## src/hdl/jmx_pkg.sv

```systemverilog
// Shared types, marker codes and record layout for the JPEG marker and Exif scanner.
package jmx_pkg;

   localparam int MAX_SEGMENTS_DEF = 255;
   localparam int OFFSET_BITS_DEF  = 32;

   // Marker bytes that the scanner handles specially.
   localparam logic [7:0] MARK_FILL = 8'hFF;
   localparam logic [7:0] MARK_RST0 = 8'hD0;
   localparam logic [7:0] MARK_EOI  = 8'hD9;
   localparam logic [7:0] MARK_SOS  = 8'hDA;
   localparam logic [7:0] MARK_APP0 = 8'hE0;
   localparam logic [7:0] MARK_APP1 = 8'hE1;

   // Record kinds.
   localparam logic [1:0] KIND_SEGMENT = 2'd0;
   localparam logic [1:0] KIND_SOS     = 2'd1;
   localparam logic [1:0] KIND_EOI     = 2'd2;
   localparam logic [1:0] KIND_TRUNC   = 2'd3;

   localparam logic [2:0] SIG_LEN = 3'd6;

   typedef struct packed {
      logic [1:0]  kind;
      logic [7:0]  marker_code;
      logic [7:0]  segment_index;
      logic [15:0] segment_length;
      logic [31:0] payload_offset;
      logic        is_exif;
      logic        bad_length;
      logic [7:0]  insert_position;
      logic        exif_found;
      logic [31:0] exif_offset;
      logic [15:0] exif_length;
      logic        last_in_run;
   } rec_type;

   // Records produced by one byte, handed from the scan stage to the result queue.
   typedef struct packed {
      logic [1:0] count;
      rec_type    first;
      rec_type    second;
   } push_type;

   // The six bytes "Exif", 0, 0 that open an Exif APP1 payload.
   function automatic logic [7:0] exif_sig_byte(input logic [2:0] idx);
      logic [7:0] val;
      case (idx)
         3'd0:    val = 8'h45;
         3'd1:    val = 8'h78;
         3'd2:    val = 8'h69;
         3'd3:    val = 8'h66;
         default: val = 8'h00;
      endcase
      return val;
   endfunction

endpackage

```

## src/hdl/jmx_req_if.sv

```systemverilog
// Request channel carrying one file byte per transfer.
interface jmx_req_if;
   logic       valid;
   logic       ready;
   logic [7:0] data_byte;
   logic       start_of_file;
   logic       end_of_file;

   modport source (output valid, data_byte, start_of_file, end_of_file, input ready);
   modport sink   (input valid, data_byte, start_of_file, end_of_file, output ready);
endinterface

```

## src/hdl/jmx_rsp_if.sv

```systemverilog
// Response channel carrying one segment or summary record per transfer.
interface jmx_rsp_if;
   logic        valid;
   logic        ready;
   logic [1:0]  kind;
   logic [7:0]  marker_code;
   logic [7:0]  segment_index;
   logic [15:0] segment_length;
   logic [31:0] payload_offset;
   logic        is_exif;
   logic        bad_length;
   logic [7:0]  insert_position;
   logic        exif_found;
   logic [31:0] exif_offset;
   logic [15:0] exif_length;
   logic        last_in_run;

   modport source (output valid, kind, marker_code, segment_index, segment_length,
                   payload_offset, is_exif, bad_length, insert_position, exif_found,
                   exif_offset, exif_length, last_in_run, input ready);
   modport sink   (input valid, kind, marker_code, segment_index, segment_length,
                   payload_offset, is_exif, bad_length, insert_position, exif_found,
                   exif_offset, exif_length, last_in_run, output ready);
endinterface

```

## src/hdl/jmx_scan.sv

```systemverilog
// Input register and per-byte marker scan that builds segment and summary records.
module jmx_scan #(
   parameter int MAX_SEGMENTS = 255,
   parameter int OFFSET_BITS  = 32
) (
   input  logic              clock,
   input  logic              reset,
   jmx_req_if.sink           req_chan,
   input  logic              room,
   output jmx_pkg::push_type push
);
   import jmx_pkg::*;

   localparam int SEG_CAP = (MAX_SEGMENTS < 255) ? MAX_SEGMENTS : 255;
   localparam int OW      = (OFFSET_BITS < 32) ? OFFSET_BITS : 32;
   localparam logic [7:0] CAP8 = 8'(SEG_CAP);

   typedef enum logic [2:0] {
      PH_SEEK, PH_MARK, PH_LHI, PH_LLO, PH_BODY, PH_IDLE
   } phase_type;

   logic                   in_valid_ff;
   logic [7:0]             data_ff;
   logic                   sof_ff;
   logic                   eof_ff;

   phase_type              phase_ff, phase_in, phase_cur;
   logic [7:0]             marker_ff, marker_in;
   logic [15:0]            length_ff, length_in;
   logic [15:0]            left_ff, left_in;
   logic [2:0]             sig_count_ff, sig_count_in;
   logic                   sig_match_ff, sig_match_in;
   logic [7:0]             seg_count_ff, seg_count_in;
   logic [7:0]             app0_next_ff, app0_next_in;
   logic                   exif_seen_ff, exif_seen_in;
   logic [31:0]            exif_offset_ff, exif_offset_in;
   logic [15:0]            exif_length_ff, exif_length_in;
   logic [31:0]            seg_offset_ff, seg_offset_in;
   logic [OFFSET_BITS-1:0] pos_ff, pos_in;

   logic                   fire;
   logic [OFFSET_BITS-1:0] pos_next;
   logic [7:0]             seg_idx;
   logic [15:0]            len_full;
   logic                   active;
   logic                   emit;
   logic                   ended;
   logic                   trailer;
   logic [1:0]             end_kind;
   logic [15:0]            seg_len;
   logic [31:0]            seg_off;
   logic                   seg_exif;
   logic                   seg_bad;
   rec_type                seg_rec;
   rec_type                sum_rec;

   assign fire           = in_valid_ff && room;
   assign req_chan.ready = !in_valid_ff || fire;

   always_comb begin
      phase_in       = phase_ff;
      marker_in      = marker_ff;
      length_in      = length_ff;
      left_in        = left_ff;
      sig_count_in   = sig_count_ff;
      sig_match_in   = sig_match_ff;
      seg_count_in   = seg_count_ff;
      app0_next_in   = app0_next_ff;
      exif_seen_in   = exif_seen_ff;
      exif_offset_in = exif_offset_ff;
      exif_length_in = exif_length_ff;
      seg_offset_in  = seg_offset_ff;
      pos_in         = pos_ff;

      // A new file clears every piece of scan state before its first byte is looked at.
      if (sof_ff) begin
         phase_in       = PH_SEEK;
         marker_in      = '0;
         length_in      = '0;
         left_in        = '0;
         sig_count_in   = '0;
         sig_match_in   = 1'b0;
         seg_count_in   = '0;
         app0_next_in   = '0;
         exif_seen_in   = 1'b0;
         exif_offset_in = '0;
         exif_length_in = '0;
         seg_offset_in  = '0;
         pos_in         = '0;
      end

      phase_cur = phase_in;
      seg_idx   = seg_count_in;
      pos_next  = pos_in + OFFSET_BITS'(1);
      len_full  = {length_in[15:8], data_ff};
      active    = 1'b0;
      emit      = 1'b0;
      ended     = 1'b0;
      end_kind  = KIND_SOS;
      seg_len   = '0;
      seg_off   = 32'(pos_next[OW-1:0]);
      seg_exif  = 1'b0;
      seg_bad   = 1'b0;

      unique case (phase_cur)
         PH_SEEK: begin
            active = 1'b1;
            if (data_ff == MARK_FILL) begin
               phase_in = PH_MARK;
            end
         end
         PH_MARK: begin
            active = 1'b1;
            if (data_ff != MARK_FILL) begin
               marker_in = data_ff;
               if (data_ff == MARK_SOS || data_ff == MARK_EOI) begin
                  ended    = 1'b1;
                  end_kind = (data_ff == MARK_SOS) ? KIND_SOS : KIND_EOI;
                  phase_in = PH_IDLE;
               end else if (data_ff >= MARK_RST0 && data_ff < MARK_EOI) begin
                  emit     = 1'b1;
                  phase_in = PH_SEEK;
               end else begin
                  phase_in = PH_LHI;
               end
            end
         end
         PH_LHI: begin
            active    = 1'b1;
            length_in = {data_ff, 8'h00};
            phase_in  = PH_LLO;
         end
         PH_LLO: begin
            active       = 1'b1;
            length_in    = len_full;
            sig_count_in = '0;
            sig_match_in = 1'b1;
            if (len_full <= 16'd2) begin
               emit     = 1'b1;
               seg_len  = len_full;
               seg_bad  = (len_full < 16'd2);
               phase_in = PH_SEEK;
            end else begin
               left_in       = len_full - 16'd2;
               seg_offset_in = seg_off;
               phase_in      = PH_BODY;
            end
         end
         PH_BODY: begin
            active = 1'b1;
            if (sig_count_in < SIG_LEN) begin
               if (data_ff != exif_sig_byte(sig_count_in)) begin
                  sig_match_in = 1'b0;
               end
               sig_count_in = sig_count_in + 3'd1;
            end
            left_in = left_in - 16'd1;
            if (left_in == 16'd0) begin
               // Payload bytes arrive at consecutive offsets, so the start
               // offset saved at the length field is the payload offset.
               emit     = 1'b1;
               seg_len  = length_in;
               seg_off  = seg_offset_in;
               seg_exif = (marker_in == MARK_APP1) && (length_in >= 16'd8) &&
                          sig_match_in && (sig_count_in >= SIG_LEN);
               phase_in = PH_SEEK;
            end
         end
         default: begin
            // Scan has ended; bytes are dropped until the next start of file.
         end
      endcase

      if (emit) begin
         if (marker_in == MARK_APP0) begin
            app0_next_in = (seg_idx < CAP8) ? seg_idx + 8'd1 : CAP8;
         end
         if (seg_exif && !exif_seen_in) begin
            exif_seen_in   = 1'b1;
            exif_offset_in = seg_off;
            exif_length_in = seg_len;
         end
         if (seg_count_in < CAP8) begin
            seg_count_in = seg_count_in + 8'd1;
         end
      end

      if (active) begin
         pos_in = pos_next;
      end

      trailer = active && eof_ff && !ended;
      if (trailer) begin
         phase_in = PH_IDLE;
      end

      seg_rec.kind            = KIND_SEGMENT;
      seg_rec.marker_code     = marker_in;
      seg_rec.segment_index   = seg_idx;
      seg_rec.segment_length  = seg_len;
      seg_rec.payload_offset  = seg_off;
      seg_rec.is_exif         = seg_exif;
      seg_rec.bad_length      = seg_bad;
      seg_rec.insert_position = app0_next_in;
      seg_rec.exif_found      = exif_seen_in;
      seg_rec.exif_offset     = exif_offset_in;
      seg_rec.exif_length     = exif_length_in;
      seg_rec.last_in_run     = !trailer;

      sum_rec.kind            = ended ? end_kind : KIND_TRUNC;
      sum_rec.marker_code     = marker_in;
      sum_rec.segment_index   = seg_count_in;
      sum_rec.segment_length  = '0;
      sum_rec.payload_offset  = '0;
      sum_rec.is_exif         = 1'b0;
      sum_rec.bad_length      = 1'b0;
      sum_rec.insert_position = app0_next_in;
      sum_rec.exif_found      = exif_seen_in;
      sum_rec.exif_offset     = exif_offset_in;
      sum_rec.exif_length     = exif_length_in;
      sum_rec.last_in_run     = 1'b1;

      push.first  = emit ? seg_rec : sum_rec;
      push.second = sum_rec;
      if (!fire) begin
         push.count = 2'd0;
      end else if (emit) begin
         push.count = trailer ? 2'd2 : 2'd1;
      end else begin
         push.count = (ended || trailer) ? 2'd1 : 2'd0;
      end
   end

   always_ff @(posedge clock) begin
      if (reset) begin
         in_valid_ff    <= 1'b0;
         phase_ff       <= PH_SEEK;
         marker_ff      <= '0;
         length_ff      <= '0;
         left_ff        <= '0;
         sig_count_ff   <= '0;
         sig_match_ff   <= 1'b0;
         seg_count_ff   <= '0;
         app0_next_ff   <= '0;
         exif_seen_ff   <= 1'b0;
         exif_offset_ff <= '0;
         exif_length_ff <= '0;
         seg_offset_ff  <= '0;
         pos_ff         <= '0;
      end else begin
         if (req_chan.ready) begin
            in_valid_ff <= req_chan.valid;
         end
         if (fire) begin
            phase_ff       <= phase_in;
            marker_ff      <= marker_in;
            length_ff      <= length_in;
            left_ff        <= left_in;
            sig_count_ff   <= sig_count_in;
            sig_match_ff   <= sig_match_in;
            seg_count_ff   <= seg_count_in;
            app0_next_ff   <= app0_next_in;
            exif_seen_ff   <= exif_seen_in;
            exif_offset_ff <= exif_offset_in;
            exif_length_ff <= exif_length_in;
            seg_offset_ff  <= seg_offset_in;
            pos_ff         <= pos_in;
         end
      end
      if (req_chan.ready && req_chan.valid) begin
         data_ff <= req_chan.data_byte;
         sof_ff  <= req_chan.start_of_file;
         eof_ff  <= req_chan.end_of_file;
      end
   end

   // Two records from one byte are always a segment followed by an early-end summary.
   assert property (@(posedge clock) disable iff (reset)
      push.count == 2'd2 |-> push.first.kind == KIND_SEGMENT &&
                             push.second.kind == KIND_TRUNC &&
                             !push.first.last_in_run && push.second.last_in_run)
      else $error("jmx_scan: malformed record pair");

   // Any summary record puts the scan into its ended phase.
   assert property (@(posedge clock) disable iff (reset)
      push.count != 2'd0 && (push.count == 2'd2 || push.first.kind != KIND_SEGMENT)
      |=> phase_ff == PH_IDLE)
      else $error("jmx_scan: scan continued after summary record");

   // Records are only produced for a byte that is actually consumed.
   assert property (@(posedge clock) disable iff (reset)
      push.count != 2'd0 |-> fire)
      else $error("jmx_scan: records pushed without a consumed byte");

endmodule

```

## src/hdl/jmx_rsp_queue.sv

```systemverilog
// Three-entry result queue that takes up to two records a cycle and drives the response channel.
module jmx_rsp_queue (
   input  logic              clock,
   input  logic              reset,
   input  jmx_pkg::push_type push,
   output logic              room,
   jmx_rsp_if.source         rsp_chan
);
   import jmx_pkg::*;

   localparam int DEPTH = 3;

   rec_type    q_ff [DEPTH];
   rec_type    q_in [DEPTH];
   rec_type    shifted [DEPTH];
   logic [1:0] cnt_ff, cnt_in;
   logic [1:0] base;
   logic       pop;

   assign pop  = (cnt_ff != 2'd0) && rsp_chan.ready;
   assign base = cnt_ff - {1'b0, pop};
   // Two free places must remain after this cycle's pop before a byte is scanned.
   assign room = (base <= 2'd1);

   always_comb begin
      shifted[0] = pop ? q_ff[1] : q_ff[0];
      shifted[1] = pop ? q_ff[2] : q_ff[1];
      shifted[2] = q_ff[2];
      for (int i = 0; i < DEPTH; i++) begin
         if (2'(i) < base) begin
            q_in[i] = shifted[i];
         end else if (2'(i) == base && push.count != 2'd0) begin
            q_in[i] = push.first;
         end else if (2'(i) == base + 2'd1 && push.count == 2'd2) begin
            q_in[i] = push.second;
         end else begin
            q_in[i] = q_ff[i];
         end
      end
      cnt_in = base + push.count;
   end

   always_ff @(posedge clock) begin
      if (reset) begin
         cnt_ff <= '0;
      end else begin
         cnt_ff <= cnt_in;
      end
      for (int i = 0; i < DEPTH; i++) begin
         q_ff[i] <= q_in[i];
      end
   end

   assign rsp_chan.valid           = (cnt_ff != 2'd0);
   assign rsp_chan.kind            = q_ff[0].kind;
   assign rsp_chan.marker_code     = q_ff[0].marker_code;
   assign rsp_chan.segment_index   = q_ff[0].segment_index;
   assign rsp_chan.segment_length  = q_ff[0].segment_length;
   assign rsp_chan.payload_offset  = q_ff[0].payload_offset;
   assign rsp_chan.is_exif         = q_ff[0].is_exif;
   assign rsp_chan.bad_length      = q_ff[0].bad_length;
   assign rsp_chan.insert_position = q_ff[0].insert_position;
   assign rsp_chan.exif_found      = q_ff[0].exif_found;
   assign rsp_chan.exif_offset     = q_ff[0].exif_offset;
   assign rsp_chan.exif_length     = q_ff[0].exif_length;
   assign rsp_chan.last_in_run     = q_ff[0].last_in_run;

   // A push never arrives without space for all of its records.
   assert property (@(posedge clock) disable iff (reset)
      push.count != 2'd0 |-> {1'b0, base} + {1'b0, push.count} <= 3'(DEPTH))
      else $error("jmx_rsp_queue: result queue overflow");

   // A record that is offered and not taken stays at the head of the queue.
   assert property (@(posedge clock) disable iff (reset)
      rsp_chan.valid && !rsp_chan.ready |=> cnt_ff != 2'd0 && $stable(q_ff[0]))
      else $error("jmx_rsp_queue: stalled head record changed");

endmodule

```

## src/hdl/jpeg_marker_exif_scanner_core.sv

```systemverilog
// Top level of the JPEG marker segment scanner with Exif detection.
//
//   Channel   Direction  Moves
//   req_chan  in         one file byte with start and end of file flags per request
//   rsp_chan  out        one segment record or summary record per request
//
// Each request is scanned combinationally once it lands in the input register, so a
// byte is taken every cycle while the response side keeps up; records then pass into the result queue register.
// A byte that closes a segment and also ends the file gives two records, which
// leave one after the other through the three-entry result queue.
// Reset is synchronous and clears all scan state at once; no clearing pass is needed.
// When the response side stalls, the queue fills and then the request side stalls.
module jpeg_marker_exif_scanner_core #(
   parameter int MAX_SEGMENTS = jmx_pkg::MAX_SEGMENTS_DEF,
   parameter int OFFSET_BITS  = jmx_pkg::OFFSET_BITS_DEF
) (
   input  logic      clock,
   input  logic      reset,
   jmx_req_if.sink   req_chan,
   jmx_rsp_if.source rsp_chan
);
   import jmx_pkg::*;

   push_type push;
   logic     room;

   jmx_scan #(
      .MAX_SEGMENTS (MAX_SEGMENTS),
      .OFFSET_BITS  (OFFSET_BITS)
   ) u_scan (
      .clock    (clock),
      .reset    (reset),
      .req_chan (req_chan),
      .room     (room),
      .push     (push)
   );

   jmx_rsp_queue u_rsp_queue (
      .clock    (clock),
      .reset    (reset),
      .push     (push),
      .room     (room),
      .rsp_chan (rsp_chan)
   );

endmodule
```

## src/flat_wrapper.sv

```systemverilog
// flat-port wrapper written by rule: the top's interface ports become plain ports
module jpeg_marker_exif_scanner_core_flat import jmx_pkg::*;
#(
   parameter int MAX_SEGMENTS = jmx_pkg::MAX_SEGMENTS_DEF,
   parameter int OFFSET_BITS  = jmx_pkg::OFFSET_BITS_DEF
)
  (clock, reset, req_chan_valid, req_chan_data_byte, req_chan_start_of_file, req_chan_end_of_file, req_chan_ready, rsp_chan_valid, rsp_chan_kind, rsp_chan_marker_code, rsp_chan_segment_index, rsp_chan_segment_length, rsp_chan_payload_offset, rsp_chan_is_exif, rsp_chan_bad_length, rsp_chan_insert_position, rsp_chan_exif_found, rsp_chan_exif_offset, rsp_chan_exif_length, rsp_chan_last_in_run, rsp_chan_ready);
  jmx_req_if req_chan_i ();
  jmx_rsp_if rsp_chan_i ();
  input  logic clock;
  input  logic reset;
  input wire logic [$bits(req_chan_i.valid)-1:0] req_chan_valid;
  input wire logic [$bits(req_chan_i.data_byte)-1:0] req_chan_data_byte;
  input wire logic [$bits(req_chan_i.start_of_file)-1:0] req_chan_start_of_file;
  input wire logic [$bits(req_chan_i.end_of_file)-1:0] req_chan_end_of_file;
  output wire logic [$bits(req_chan_i.ready)-1:0] req_chan_ready;
  output wire logic [$bits(rsp_chan_i.valid)-1:0] rsp_chan_valid;
  output wire logic [$bits(rsp_chan_i.kind)-1:0] rsp_chan_kind;
  output wire logic [$bits(rsp_chan_i.marker_code)-1:0] rsp_chan_marker_code;
  output wire logic [$bits(rsp_chan_i.segment_index)-1:0] rsp_chan_segment_index;
  output wire logic [$bits(rsp_chan_i.segment_length)-1:0] rsp_chan_segment_length;
  output wire logic [$bits(rsp_chan_i.payload_offset)-1:0] rsp_chan_payload_offset;
  output wire logic [$bits(rsp_chan_i.is_exif)-1:0] rsp_chan_is_exif;
  output wire logic [$bits(rsp_chan_i.bad_length)-1:0] rsp_chan_bad_length;
  output wire logic [$bits(rsp_chan_i.insert_position)-1:0] rsp_chan_insert_position;
  output wire logic [$bits(rsp_chan_i.exif_found)-1:0] rsp_chan_exif_found;
  output wire logic [$bits(rsp_chan_i.exif_offset)-1:0] rsp_chan_exif_offset;
  output wire logic [$bits(rsp_chan_i.exif_length)-1:0] rsp_chan_exif_length;
  output wire logic [$bits(rsp_chan_i.last_in_run)-1:0] rsp_chan_last_in_run;
  input wire logic [$bits(rsp_chan_i.ready)-1:0] rsp_chan_ready;
  assign req_chan_i.valid = req_chan_valid;
  assign req_chan_i.data_byte = req_chan_data_byte;
  assign req_chan_i.start_of_file = req_chan_start_of_file;
  assign req_chan_i.end_of_file = req_chan_end_of_file;
  assign req_chan_ready = req_chan_i.ready;
  assign rsp_chan_valid = rsp_chan_i.valid;
  assign rsp_chan_kind = rsp_chan_i.kind;
  assign rsp_chan_marker_code = rsp_chan_i.marker_code;
  assign rsp_chan_segment_index = rsp_chan_i.segment_index;
  assign rsp_chan_segment_length = rsp_chan_i.segment_length;
  assign rsp_chan_payload_offset = rsp_chan_i.payload_offset;
  assign rsp_chan_is_exif = rsp_chan_i.is_exif;
  assign rsp_chan_bad_length = rsp_chan_i.bad_length;
  assign rsp_chan_insert_position = rsp_chan_i.insert_position;
  assign rsp_chan_exif_found = rsp_chan_i.exif_found;
  assign rsp_chan_exif_offset = rsp_chan_i.exif_offset;
  assign rsp_chan_exif_length = rsp_chan_i.exif_length;
  assign rsp_chan_last_in_run = rsp_chan_i.last_in_run;
  assign rsp_chan_i.ready = rsp_chan_ready;
  jpeg_marker_exif_scanner_core #(.MAX_SEGMENTS(MAX_SEGMENTS), .OFFSET_BITS(OFFSET_BITS)) u_core (.clock(clock), .reset(reset), .req_chan(req_chan_i), .rsp_chan(rsp_chan_i));
endmodule
```

## config.mk

```make
export PLATFORM = sky130hd
export DESIGN_NAME = jpeg_marker_exif_scanner_core_flat
export DESIGN_NICKNAME = d
export VERILOG_FILES = /design/src/hdl/jmx_pkg.sv /design/src/hdl/jmx_req_if.sv /design/src/hdl/jmx_rsp_if.sv /design/src/hdl/jmx_scan.sv /design/src/hdl/jmx_rsp_queue.sv /design/src/hdl/jpeg_marker_exif_scanner_core.sv /design/src/flat_wrapper.sv
export SDC_FILE = /design/constraint.sdc
export NUM_CORES = 1
export LEC_CHECK = 0
export ABC_AREA = 1
export BUFFER_PORTS_ARGS = -buffer_cell sky130_fd_sc_hd__buf_2
export CAP_MARGIN = 20
export CELL_PAD_IN_SITES_DETAIL_PLACEMENT = 0
export CELL_PAD_IN_SITES_GLOBAL_PLACEMENT = 1
export CORE_MARGIN = 5
export CORE_UTILIZATION = 46
export DETAILED_ROUTE_END_ITERATION = 16
export GPL_TIMING_DRIVEN = 1
export PLACE_DENSITY_LB_ADDON = 0.1
export RECOVER_POWER = 25
export SLEW_MARGIN = 20
export SYNTH_ARGS = -nofsm -noshare
export SYNTH_HDL_FRONTEND = slang
export SYNTH_HIERARCHICAL = 1
export SYNTH_SLANG_ARGS = --single-unit
export TNS_END_PERCENT = 5
```

## constraint.sdc

```tcl
create_clock -name clock -period 19.4 [get_ports clock]
set_clock_uncertainty 0.15 [all_clocks]
set_input_delay 3.88 -clock clock [delete_from_list [all_inputs] [get_ports clock]]
set_output_delay 3.88 -clock clock [all_outputs]
set_load 0.05 [all_outputs]
```

==> results.json <==
{
  "ff2ff_setup_slack_ps": 8980,
  "instances_no_fill": 5549,
  "slew_headroom": -1.76,
  "grt_use_total": 0.259,
  "tns_ps": 0,
  "grt_pass1_vias": 27413,
  "core_um2": 74400,
  "antenna_found_initial": 0,
  "cp-end-kind": "flip-flop",
  "syn_area_per_cell_um2": 7.28,
  "layout_commonest_cell": "nand2_1",
  "fmax_mhz": 74.8,
  "pre_cts_slack_ps": 9790,
  "crit_type": "input pin to flip-flop",
  "drv_slew": 228,
  "clockBufferDepth": 3,
  "setup_slack_ps": 6020,
  "min_from": "u_core/u_scan/length_ff[10]$_SDFFE_PP0P_",
  "ir_worst_vdd_uv": 148,
  "post_cts_buffers": 0,
  "antenna_cells": 0,
  "die_h_um": 284,
  "critPathArrivalTime_ps": 13700,
  "clkSlewWorstSetupHoldPaths_ps": 60,
  "initial_utilization": 0.464,
  "rows": 100,
  "fin_util": 0.481,
  "seq_area_frac_synth": 0.441,
  "cts_tree": "built",
  "mappedNetlistArea_um2": 34600,
  "crit_path_end": "u_core/u_rsp_queue/q_ff[0][51]$_DFFE_PP_",
  "syn2layout_area_growth_pct": 3.70,
  "hold_violations": 0,
  "finalSetupViolCount": 0,
  "wl_per_cell_um": 19.5,
  "leakage_nw": 15.2,
  "ant_nets": 0,
  "cts_made_buffers": 70,
  "worst_skew_pair.late_latency_ps": 610,
  "grt_pass1_wl_um": 167000,
  "nets": 4552,
  "fin_crit_sh": 0.689,
  "holdBufCountCts": 0,
  "rsz0062_at_grt": "false",
  "die_width_um": 284,
  "status": "complete, but fails checks",
  "finalCriticalPeriod_ps": 13380,
  "yosys_register_bits": 567,
  "viasPerCell": 5.36,
  "violations": "capacitance limit, slew limit",
  "syn-instance-count": 4746,
  "ctsRootBufferMaster": "clkbuf_16",
  "dr.pass1.iters": 6,
  "worstHoldPathType": "flip-flop to flip-flop",
  "grt-ovfl-total": 0,
  "cts_sinks": 567,
  "tightestPinTransition_ps": 4150,
  "ios": 142,
  "rr_endpoint": "u_core/u_rsp_queue/q_ff[0][51]$_DFFE_PP_",
  "wl_um": 108000,
  "final_cell_mix": "nand2_1 (1560), inv_1 (588), nand3_1 (395)",
  "dpl.cell_count": 5421,
  "cap_violations": 3,
  "cp-startpoint": "rsp_chan_ready",
  "place_hpwl_um": 66800,
  "die-area_um2": 80700,
  "yosysUniqueCellTypes": 48,
  "drc": 0,
  "r2r_start": "u_core/u_rsp_queue/cnt_ff[1]$_SDFF_PP0_",
  "drt_iter0_drc": 2888,
  "port_buffers": 141,
  "cts-htree-levels": 3,
  "vias": 29768,
  "start_kind": "input pin",
  "power_density_nw_per_um2": 139,
  "place_congestion": 0.862,
  "ys_warn_count": 6,
  "drive_gt1_frac": 0.0445,
  "required_ps": 19720,
  "rr_worst_depth": 16,
  "grt_max_degree": 167,
  "cp_max_fo": 92,
  "cts_resized": 0
}
-- metal layers --
layer  global-route usage  vias to the layer above  share of wire
met5                    0                        -              0
met4               0.0634                        0          0.019
met3               0.0370                      111          0.066
met2                0.411                      896           0.45
met1                0.377                    14098           0.46
li1                     -                    14663              -
-- stage by stage --
step	power (mW)	hold slack [ps]	cell area (um2)
6_report	4.98	310	35800
5_1_grt	5.27	324	35800
4_1_cts	5.03	313	36000
3_5_place_dp	3.75	304	33800
3_3_place_gp	3.74	301	33800
2_1_floorplan	3.40	287	34700
-- where the power goes --
part	leakage (nW)	switching, mW	internal [mW]	total [mW]
clock	1.08	0.539	0.729	1.27
combinational	9.10	1.55	0.422	1.97
sequential	5.03	0.0859	1.65	1.73
total	15.2	2.18	2.80	4.98
-- Yosys cell counts (all sizes together) --
cell | count | area [um2]
conb | 2 | 7.51
a211oi | 3 | 22.5
a31o | 1 | 8.76
o22ai | 2 | 12.5
o21ai | 255 | 1280
o211ai | 15 | 113
clkbuf | 104 | 392
nand3 | 399 | 2020
clkinv | 2 | 7.51
edfxtp | 388 | 11700
a41oi | 2 | 17.5
nor3b | 4 | 30.0
nor3 | 22 | 126
dfxtp | 179 | 3580
xnor2 | 5 | 43.8
nand2 | 1572 | 5950
a21oi | 265 | 1330
a22oi | 6 | 45.0
ha | 14 | 175
xor2 | 28 | 245
buf | 422 | 2870
o31ai | 3 | 22.5
a31oi | 16 | 100
or2 | 5 | 31.3
nor2 | 229 | 910
o21a | 2 | 15.0
inv | 599 | 2260
nand3b | 2 | 15.0
a221oi | 10 | 87.6
nand4 | 190 | 1190
-- how the worst min path moves through the flow --
stage               cells after the start                                  endpoint  slack [ps]
global route                            2  u_core/u_scan/length_ff[11]$_SDFFE_PP0P_         320
detailed placement                      2  u_core/u_scan/length_ff[11]$_SDFFE_PP0P_         300
global placement                        2  u_core/u_scan/length_ff[10]$_SDFFE_PP0P_         300
CTS                                     2  u_core/u_scan/length_ff[11]$_SDFFE_PP0P_         310
floorplan                               2   u_core/u_scan/marker_ff[5]$_SDFFE_PP0P_         290
finish                                  2  u_core/u_scan/length_ff[10]$_SDFFE_PP0P_         310
-- critical path, stage by stage --
cell      delay [ps]
buf_2             80
o21a_1           150
ha_1             170
inv_1             40
nand2_1           50
nand2_1         1850
nand2_4          610
clkbuf_1        2930
nor2_1           420
inv_1            260
nand2_4          290
buf_4            440
nor2_4           740
buf_4            570
buf_4            730
nand2_1          110
nand3_1          110
-- cells by family after synthesis --
logic type / Yosys count / share of synthesized area
AOI/OAI and AO/OA: 580 / 0.0884
other: 2 / 0.000217
DFF: 567 / 0.441
xor gates and xnor gates: 33 / 0.00836
adders and majority gates: 14 / 0.00507
buffers and inverters: 1127 / 0.160
and+or+nand+nor: 2423 / 0.297
-- state kept, by name, indices dropped and copies added (netlist names) --
name                          flops
u_core/u_rsp_queue/q_ff         378
u_core/u_scan/exif_offset_ff     32
u_core/u_scan/pos_ff             32
u_core/u_scan/seg_offset_ff      32
u_core/u_scan/exif_length_ff     16
u_core/u_scan/left_ff            16
u_core/u_scan/length_ff          16
u_core/u_scan/app0_next_ff        8
u_core/u_scan/data_ff             8
u_core/u_scan/marker_ff           8
u_core/u_scan/seg_count_ff        8
u_core/u_scan/phase_ff            3
u_core/u_scan/sig_count_ff        3
u_core/u_rsp_queue/cnt_ff         2
u_core/u_scan/eof_ff              1
u_core/u_scan/exif_seen_ff        1
u_core/u_scan/in_valid_ff         1
u_core/u_scan/sig_match_ff        1
u_core/u_scan/sof_ff              1
-- layout make-up --
class                   instances  area, um2
clock buffers                  93       1970
multi-input cells            3101      14000
inverters                     601       2270
flip-flops and latches        567      15200
repair buffers                183        881
clock inverters                35        215
fillers                      7568      38600
well taps                     969       1210
(Power assumes the default switching activity.)
